**src/hw/rtl/pfr_pkg.sv**
```systemverilog
// Shared types and constants for the page frame buffer refresh unit.
`timescale 1ns / 1ps
`default_nettype none

package pfr_pkg;

  // Command codes carried on the cmd port.
  typedef enum logic [2:0] {
    CMD_FILL    = 3'd0,
    CMD_BORDER  = 3'd1,
    CMD_PIXEL   = 3'd2,
    CMD_REFRESH = 3'd3,
    CMD_NEXT    = 3'd4
  } cmd_t;

  // Header slots sent ahead of each page's data bytes.
  localparam int unsigned HDR_SLOTS     = 4;
  localparam int unsigned SLOT_PAGE_CMD = 0;
  localparam int unsigned SLOT_PAGE_NUM = 1;
  localparam int unsigned SLOT_COL_LO   = 2;
  localparam int unsigned SLOT_COL_HI   = 3;

  // Fixed byte values of the panel stream and of the frame contents.
  localparam logic [7:0] BYTE_PAGE_CMD   = 8'h22;
  localparam logic [7:0] BYTE_COL_LO     = 8'h00;
  localparam logic [7:0] BYTE_COL_HI     = 8'h10;
  localparam logic [7:0] BYTE_BLANK      = 8'hFF;
  localparam logic [7:0] BYTE_TOP_ROW    = 8'h7F;
  localparam logic [7:0] BYTE_BOTTOM_ROW = 8'hFE;
  localparam logic [7:0] BYTE_ALL_LIT    = 8'h00;

  // Commands from the controller to the datapath.
  typedef struct packed {
    logic sweep_start;
    logic sweep_fill;
    logic sweep_border;
    logic pix_load;
    logic pix_read;
    logic pix_write;
    logic rf_start;
    logic rf_emit;
  } ctrl_cmd_t;

  // Status from the datapath to the controller.
  typedef struct packed {
    logic sweep_last;
    logic rf_active;
  } ctrl_status_t;

endpackage

`default_nettype wire

```
**src/hw/rtl/pfr_ctrl.sv**
```systemverilog
// Controller state machine that sequences sweeps, pixel updates and refresh bytes.
`timescale 1ns / 1ps
`default_nettype none

module pfr_ctrl
  import pfr_pkg::*;
(
  input  wire logic         clk,
  input  wire logic         rst,
  input  wire logic         start,
  input  wire logic [2:0]   cmd,
  input  wire ctrl_status_t status,
  output ctrl_cmd_t         ctl,
  output logic              busy
);

  typedef enum logic [6:0] {
    ST_CLEAR     = 7'b0000001,
    ST_IDLE      = 7'b0000010,
    ST_FILL      = 7'b0000100,
    ST_BORDER    = 7'b0001000,
    ST_PIX_READ  = 7'b0010000,
    ST_PIX_WRITE = 7'b0100000,
    ST_EMIT      = 7'b1000000
  } state_t;

  state_t state;
  state_t state_next;

  // State register; reset starts the clearing pass over the frame.
  always_ff @(posedge clk) begin
    if (rst) begin
      state <= ST_CLEAR;
    end else begin
      state <= state_next;
    end
  end

  assign busy = (state != ST_IDLE);

  // Next state and datapath commands.
  always_comb begin
    state_next = state;
    ctl        = '0;
    case (state)
      ST_CLEAR: begin
        ctl.sweep_fill = 1'b1;
        if (status.sweep_last) begin
          state_next = ST_IDLE;
        end
      end
      ST_IDLE: begin
        if (start) begin
          case (cmd)
            CMD_FILL: begin
              ctl.sweep_start = 1'b1;
              state_next      = ST_FILL;
            end
            CMD_BORDER: begin
              ctl.sweep_start = 1'b1;
              state_next      = ST_BORDER;
            end
            CMD_PIXEL: begin
              ctl.pix_load = 1'b1;
              state_next   = ST_PIX_READ;
            end
            CMD_REFRESH: begin
              ctl.rf_start = 1'b1;
            end
            CMD_NEXT: begin
              if (status.rf_active) begin
                state_next = ST_EMIT;
              end
            end
            default: begin
              state_next = ST_IDLE;
            end
          endcase
        end
      end
      ST_FILL: begin
        ctl.sweep_fill = 1'b1;
        if (status.sweep_last) begin
          state_next = ST_IDLE;
        end
      end
      ST_BORDER: begin
        ctl.sweep_border = 1'b1;
        if (status.sweep_last) begin
          state_next = ST_IDLE;
        end
      end
      ST_PIX_READ: begin
        ctl.pix_read = 1'b1;
        state_next   = ST_PIX_WRITE;
      end
      ST_PIX_WRITE: begin
        ctl.pix_write = 1'b1;
        state_next    = ST_IDLE;
      end
      ST_EMIT: begin
        ctl.rf_emit = 1'b1;
        state_next  = ST_IDLE;
      end
      default: begin
        state_next = ST_IDLE;
      end
    endcase
  end

endmodule

`default_nettype wire

```
**config.mk**
```make
export PLATFORM = sky130hd
export DESIGN_NAME = pfr_ctrl
export DESIGN_NICKNAME = d
export VERILOG_FILES = /design/src/hw/rtl/pfr_pkg.sv /design/src/hw/rtl/pfr_ctrl.sv
export SDC_FILE = /design/constraint.sdc
export NUM_CORES = 1
export LEC_CHECK = 0
export BUFFER_PORTS_ARGS = -buffer_cell sky130_fd_sc_hd__buf_2
export CORE_MARGIN = 2
export CORE_UTILIZATION = 30
export CTS_CLUSTER_DIAMETER = 30
export DETAILED_ROUTE_END_ITERATION = 10
export PLACE_DENSITY_LB_ADDON = 0.2
export SYNTH_ARGS = -nofsm -noshare
export SYNTH_HDL_FRONTEND = slang
export SYNTH_SLANG_ARGS = --single-unit
```
**constraint.sdc**
```tcl
create_clock -name clk -period 1.6 [get_ports clk]
set_input_delay 0.16 -clock clk [delete_from_list [all_inputs] [get_ports clk]]
set_output_delay 0.16 -clock clk [all_outputs]
set_load 0.02 [all_outputs]
```
== After elaboration in Yosys (flattened, before gate mapping) ==
Index checks and enable logic that the tools add are counted.

* Multiplexer cells: 19
* Equality and inequality tests: 16
* Reductions and logical operators: 5

{| class="wikitable"
|+ Operators with widths
! cell !! count
|-
| $pmux W7 S5 || 1
|-
| $mux W7 || 3
|-
| $pmux W7 S3 || 1
|-
| $mux W1 || 14
|-
| $eq A7 B1 Y1 const B || 1
|-
| $eq A7 B2 Y1 const B || 1
|-
| $eq A7 B3 Y1 const B || 1
|-
| $eq A7 B4 Y1 const B || 1
|-
| $eq A7 B5 Y1 const B || 1
|-
| $eq A7 B6 Y1 const B || 1
|-
| $eq A7 B7 Y1 const B || 1
|-
| $ne A7 B2 Y1 const B || 1
|-
| $eq A3 B2 Y1 const B || 2
|-
| $ne A2 B2 Y1 const B || 2
|-
| $reduce_and A4 Y1 || 1
|-
| $reduce_or A2 Y1 || 2
|-
| $eq A3 B1 Y1 const B || 1
|-
| $eq A3 B3 Y1 const B || 1
|-
| $logic_not A3 Y1 || 1
|-
| $ne A3 B3 Y1 const B || 1
|-
| $reduce_or A3 Y1 || 1
|-
| $ne A2 B1 Y1 const B || 1
|}

* Flip-flop bits (word level): 7
* Output and inout bits: 9

== Logic depth before layout (Yosys ltp) ==
Gate-level depths: netlist of run 1.

* Depth in word-level cells: 5
* Gate-level depth with buffers: 5

== Worst setup path before layout of run 1 ==
No wires, ideal clock.

* Path type: reg-to-output
* Start point: register state[0]
* End point: output ctl[4] in the netlist's numbering
* Stages on the path, launching flop included: 6
* Path slack: -0.124 ns
* Arrival: 1.564 ns
* Path through: dfxtp_1 > buf_6 > or4b_4 > nor2_1 > nand3_1 > nor3b_2

{| class="wikitable"
|+ RTL lines
! what !! line !! RTL
|-
| from (decl) || pfr_ctrl.sv:27 || <nowiki>state_t state;</nowiki>
|-
| from (signal assigned) || pfr_ctrl.sv:35 || <nowiki>state <= state_next;</nowiki>
|-
| to (decl) || pfr_ctrl.sv:13 || <nowiki>output ctrl_cmd_t ctl,</nowiki>
|}

==> summary.md, run 1 <==
| Metric | Value |
|---|---|
| Status | `finished with violations` |
| Failing checks | `setup timing` |
| Max Cap Viol | `0` |
| Setup crit end | `ctl[4]` |
| Initial DRC Count | `7` |
| CP Capture Type | `primary output` |
| N_diodes | `0` |
| Highest-count cells in the layout ignoring fill and taps | `17 x buf_4, 10 x buf_2, 7 x dfxtp_1` |
| Final Hold Viols | `0` |
| Hold/Removal Path Class | `in -> reg` |
| Root Driver | `clkbuf_4` |
| Slack of the critical path | `-0.220 ns` |
| Yosys cell types | `33` |
| CTS Buf Count | `3` |
| Max reg flops | `7` |
| Setup violators final | `4` |
| Worst IR Drop VDD | `0.277 mV` |
| Mapped Cells | `between 60 and 70` |
| Worst slack, placed | `-0.0523 ns` |
| Psw | `0.138 mW` |
| Reg2reg start | `state[3]` |
| GPL Wtd Cong | `roughly 0.8` |
| Synth top area cells | `dfxtp_1 27%, nor2_1 6.4%, nor4_1 6.0%` |
| Worst Path Arrival | `~1.7 ns` |
| Combinational share of power | `0.297` |
| Nets | `103` |
| Switching Share | `0.287` |
| RSZ-0062 raised after global routing | `yes` |
| Total number of vias | `approximately 590` |
| Synthesis-to-layout area growth | `55.7%` |
| Total die area | `approximately 2100 um^2` |
| I/O pin count | `17` |
| Final instance area | `about 800 um^2` |
| Clk pwr share | `0.324` |
| Total power | `about 0.48 mW` |
| Crit share post-route | `1.14` |
| Seq cells post-synth | `7` |
| Starting Density | `0.311` |
| CTS H-tree lvls | `1` |
| Synth top area share | `0.267` |
| Pins Over Slew Limit | `0` |
| Total gr overflow | `0` |
| Power per cell area | `590 nW/um^2` |
| Clock tree buffer depth | `2` |
| Worst slew margin | `0.738` |
| Net Count, Synth | `72` |
| Power Internal | `approximately 0.34 mW` |
| Worst reg2reg path depth | `5` |
| First-pass GRT wire length | `2.30 mm` |
| WHS | `~0.16 ns` |
| Commonest non-fill, non-tap cell in the layout | `buf_4` |
| Antenna viol nets, final | `0` |
| LEAKAGE | `0.360 nW` |
| Worst reg2reg path endpoint | `state[3]` |
| Largest net degree at the start of global routing | `9` |
| Largest regs | `state (7)` |
| Reg clk slew, reported paths | `around 0.05 ns` |
| Share of cells above drive strength 1 | `0.553` |
| Clock Skews | `0.00461 ns` |
| Dpl cell area | `between 600 and 700 um^2` |
| Final wirelength | `around 1.4 mm` |
| FMAX | `between 500 and 600 MHz` |
| Total track usage | `0.149` |
| # port buffers | `16` |
| Area leader, netlist | `dfxtp_1` |
| Setup slack, reg-to-reg | `-0.12 ns` |
| Synth Warn # | `0` |
| Core area | `roughly 1700 um^2` |
| Fin util | `0.484` |
| Reg power frac | `0.379` |
| Critical Path Start Type | `flop` |
| Initial antenna violation count | `0` |
| CTS Sinks | `7` |
| Syn avg cell area | `8.21 um^2` |
| # rows | `15` |
| Most flops, register | `state` |
| First-pass DRT Iterations | `3` |
| Slew @ Worst Pin | `0.393 ns` |
| Die X | `~46 um` |
| DR WL/cell | `12.5 um` |
| Tmin final | `about 1.8 ns` |
| Crit path required time | `approximately 1.4 ns` |
| Vias in the first global route | `roughly 560` |
| Setup_tns | `-0.594 ns` |
| Die H | `45.9 um` |
| CP Class | `reg -> out` |
| CTS tree | `done` |
| Cell area after synthesis | `526 um^2` |
| Cell Count, Final, Fillers Out | `111` |
| Crit path max fanout | `3` |
| # DRC | `0` |
| DR vias/cell | `between 5 and 6` |
| Beginning of the critical path | `state[3]` |
| Post-DP HPWL | `roughly 1.0 mm` |
| Sequential cell area fraction in the yosys report | `0.267` |
| Placed Cells | `about 100` |
| Latest clock arrival within the worst-skew pair | `0.25 ns` |
==> per-layer routing <==
metal  wire [um]  GRT usage  up-vias
met5           0          0        -
met4          17     0.0857        0
met3          43     0.0119        2
met2         695      0.247       13
met1         634      0.186      281
li1            -          -      298
==> area by class of cell <==
type	instances	area, um^2
Fill cell	172	871
Tap cell	17	21.3
Sequential cell	7	140
Timing Repair Buffer	30	211
Multi-Input combinational cell	51	412
Inverter	2	7.51
Clock buffer	4	26.3
==> kinds of logic (layout without fill, tap and decap cells) <==
logic type	count (synthesis)	count (layout)	synth area share
XOR/XNOR	2	2	0.0333
flip-flops	7	7	0.267
AO/OA/AOI/OAI	10	10	0.145
multiplexers	1	1	0.0214
buffers and inverters	6	36	0.0810
AND/OR/NAND/NOR	38	38	0.452
==> power groups by stage <==
| stage | combinational [mW] | clock (mW) | sequential [mW] |
|---|---|---|---|
| finish | 0.143 | 0.156 | 0.183 |
| global placement | 0.125 | 0 | 0.186 |
| CTS | 0.133 | 0.162 | 0.183 |
| floorplan | 0.0804 | 0 | 0.188 |
| detailed placement | 0.126 | 0 | 0.187 |
| global route | 0.156 | 0.175 | 0.184 |
==> critical path: stages, from the launching register on <==
cell and delay [ns]:
dfxtp_1 0.30, or4b_4 0.56, nor2_4 0.13, nand3_4 0.10
nor3b_4 0.19, buf_6 0.14
==> cells in the mapped netlist <==
cell / instances
nor2_1: 9
dfxtp_1: 7
nor3_1: 6
nor4_1: 5
and4b_1: 2
buf_6: 2
inv_1: 2
nand2_1: 2
nand2b_1: 2
nand3_1: 2
o21ai_0: 2
or4b_4: 2
a21bo_1: 1
a21oi_1: 1
a21oi_2: 1
a22oi_1: 1
a2bb2oi_1: 1
a31o_1: 1
a31o_2: 1
and3_1: 1
buf_2: 1
buf_4: 1
mux2_1: 1
nand2_2: 1
nand3b_1: 1
nand4_1: 1
nand4b_1: 1
nor3b_2: 1
o2111ai_1: 1
or2b_2: 1
or3b_2: 1
xnor2_1: 1
xor2_1: 1
==> worst min path at each step <==
| stage | from | to | cells after the start |
|---|---|---|---|
| final | rst | state[5] | 2 |
| after global routing | rst | state[5] | 2 |
| after CTS | rst | state[5] | 2 |
| after detailed placement | rst | state[5] | 2 |
| after global placement | rst | state[5] | 2 |
| after floorplan | rst | state[5] | 1 |
==> timing repair <==
item	CTS	global route
hold buffers	0	0
buffers inserted	2	2
pin swaps	6	3
endpoints found under the setup margin	4	13
gates cloned	0	0
resized for setup	7	9
Note: power is estimated with default switching activity, not from simulation.
==> run 2, diff against run 1 <==
==> constraint.sdc (replaced) <==
create_clock -name clk -period 2.1 [get_ports clk]
set_input_delay 0.21 -clock clk [delete_from_list [all_inputs] [get_ports clk]]
set_output_delay 0.21 -clock clk [all_outputs]
set_load 0.02 [all_outputs]
==> run 2 against run 1 <==
Combinational power shrank 51%. Largest power group unchanged. Via count is 12% lower. Sequential cell count is the same. Cell count is 12% lower. Clock skew fell by 0.0028 ns. Total power decreased by 31%. First-iteration DRC count unchanged. Critical path depth is the same. The flow now finishes without violations. Routed wire length decreased by 18%.
==> summary.md, run 2 (synthesis results as in run 1) <==
| Metric | Value |
|---|---|
| Status | `completed (was finished with violations)` |
| Power per cell area | `527 nW/um^2 (was 590 nW/um^2)` |
| Critical Path Start Type | `flop (unchanged)` |
| Max Cap Viol | `0 (unchanged)` |
| First-pass DRT Iterations | `2 (was 3)` |
| Worst Hold Path EP | `state[5] (unchanged)` |
| Final Hold Viols | `0 (unchanged)` |
| Highest-count cells in the layout ignoring fill and taps | `16 x buf_2, 8 x nor2_1, 6 x nor3_1 (was 17 x buf_4, 10 x buf_2, 7 x dfxtp_1)` |
| Total die area | `2100 um^2 (unchanged)` |
| Core area | `1690 um^2 (unchanged)` |
| CP Class | `reg -> out (unchanged)` |
| Synthesis-to-layout area growth | `21.0% (was 55.7%)` |
| Die X | `45.9 um (unchanged)` |
| WHS | `0.219 ns (was 0.157 ns)` |
| I/O pin count | `17 (unchanged)` |
| Total gr overflow | `0 (unchanged)` |
| CTS H-tree lvls | `1 (unchanged)` |
| Reg2reg start | `state[2] (was state[3])` |
| CTS Sinks | `7 (unchanged)` |
| Share of cells above drive strength 1 | `0.395 (was 0.553)` |
| Crit path max fanout | `8 (was 3)` |
| Starting Density | `0.311 (unchanged)` |
| Crit share post-route | `0.934` |
| FF+latch area | `143 um^2 (was 140 um^2)` |
| Fin util | `0.376 (was 0.484)` |
| Tmin final | `approximately 2 ns` |
| N_diodes | `0 (unchanged)` |
| Clock Skews | `0.00182 ns (was 0.00461 ns)` |
| Largest regs | `state (7) (unchanged)` |
| LEAKAGE | `0.275 nW (was 0.360 nW)` |
| Latest clock arrival within the worst-skew pair | `0.24 ns (was 0.25 ns)` |
| Max reg flops | `7 (unchanged)` |
| Root Driver | `clkbuf_4 (unchanged)` |
| Most flops, register | `state (unchanged)` |
| DR vias/cell | `5.31 (was 5.35)` |
| Setup violators final | `0 (was 4)` |
| Worst IR Drop VDD | `0.162 mV (was 0.277 mV)` |
| Worst slew margin | `0.682 (was 0.738)` |
| # port buffers | `16 (unchanged)` |
| Largest net degree at the start of global routing | `10 (was 9)` |
| Vias in the first global route | `475 (was 557)` |
| Reg clk slew, reported paths | `0.05 ns (about the same)` |
| Worst reg2reg path endpoint | `state[3] (unchanged)` |
| Initial DRC Count | `7 (unchanged)` |
| Hold Crit Depth | `2 (unchanged)` |
| Initial antenna violation count | `0 (unchanged)` |
| Worst reg2reg path depth | `4 (was 5)` |
| First-pass GRT wire length | `2.01 mm (was 2.30 mm)` |
| Final wirelength | `1.14 mm (was 1.39 mm)` |
| Crit path required time | `1.89 ns (was 1.44 ns)` |
| Pins Over Slew Limit | `0 (unchanged)` |
| Fillers | `185 (was 172)` |
| RSZ-0062 raised after global routing | `no (was yes)` |
| Post-DP HPWL | `910 um (was 1.05 mm)` |
| Worst Path Arrival | `1.75 ns (was 1.66 ns)` |
| DR WL/cell | `11.6 um (was 12.5 um)` |
| Antenna viol nets, final | `0 (unchanged)` |
| Setup slack, reg-to-reg | `0.39 ns (was -0.12 ns)` |
| CTS Buf Count | `3 (unchanged)` |
| Area of the multi-input gates | `350 um^2 (was 412 um^2)` |
| Clock tree buffer depth | `2 (unchanged)` |
| Nets | `90 (was 103)` |
| CP Capture Type | `primary output (unchanged)` |
| GPL Wtd Cong | `0.778 (was 0.791)` |
| # rows | `15 (unchanged)` |
| Setup_tns | `0 ns (was -0.594 ns)` |
| CTS tree | `done (unchanged)` |
| Die H | `45.9 um (unchanged)` |
| Cts-stage hold buffer count | `0 (unchanged)` |
| Hold/Removal Path Class | `in -> reg (unchanged)` |
| # DRC | `0 (unchanged)` |
| Total track usage | `0.136 (was 0.149)` |
| Min-delay src | `rst (unchanged)` |
| Total number of vias | `520 (was 594)` |
| FMAX | `slightly above 500 MHz` |
| Slew @ Worst Pin | `0.473 ns (was 0.393 ns)` |
| Commonest non-fill, non-tap cell in the layout | `buf_2 (was buf_4)` |
==> run 2: how the worst max path moves through the flow <==
stage,startpoint,endpoint,depth (start not counted)
final,state[2],ctl[4],5
after global routing,state[2],ctl[4],5
after CTS,state[0],ctl[4],5
after detailed placement,state[0],ctl[4],5
after global placement,state[0],ctl[4],5
after floorplan,state[0],ctl[4],5
==> run 2: final cells by class <==
class / count / share of cell area
tap: 17 / 0.0335
inverter: 2 / 0.0118
multi-input combinational: 51 / 0.551
sequential: 7 / 0.224
timing repair buffer: 17 / 0.138
clock buffer: 4 / 0.0413
==> run 2: per-layer routing <==
| metal | track usage | wire length (um) | up-vias |
|---|---|---|---|
| li1 | - | - | 274 |
| met1 | 0.162 | 556 | 229 |
| met2 | 0.211 | 499 | 15 |
| met3 | 0.0238 | 57 | 2 |
| met4 | 0.103 | 25 | 0 |
| met5 | 0 | 0 | - |
==> run 2: report_power, final <==
group / switching [mW] / leakage [nW] / internal (mW)
sequential: 0.00775 / 0.0572 / 0.138
clock: 0.0462 / 0.0150 / 0.0723
combinational: 0.0395 / 0.203 / 0.0307
total: 0.0935 / 0.275 / 0.241
==> run 2: what timing repair did <==
action | in CTS | in global routing
gates resized for setup | 0 | 4
setup endpoints to repair | 0 | 3
buffers inserted | 0 | 0
==> run 2: through the flow <==
step	setup WS, ns	power (mW)	instance area [um^2]	cells
2_1_floorplan	0.326	0.201	526	64
3_3_place_gp	0.345	0.217	599	94
3_5_place_dp	0.317	0.217	599	94
4_1_cts	0.0360	0.339	626	98
5_1_grt	0.0111	0.360	636	98
6_report	0.139	0.335	636	98
==> run 2: critical path: stages, from the launching register on <==
cell and delay [ns]:
dfxtp_1 0.38, or4b_4 0.56, nor2_2 0.13, nand3_2 0.11, nor3b_2 0.15, buf_2 0.18
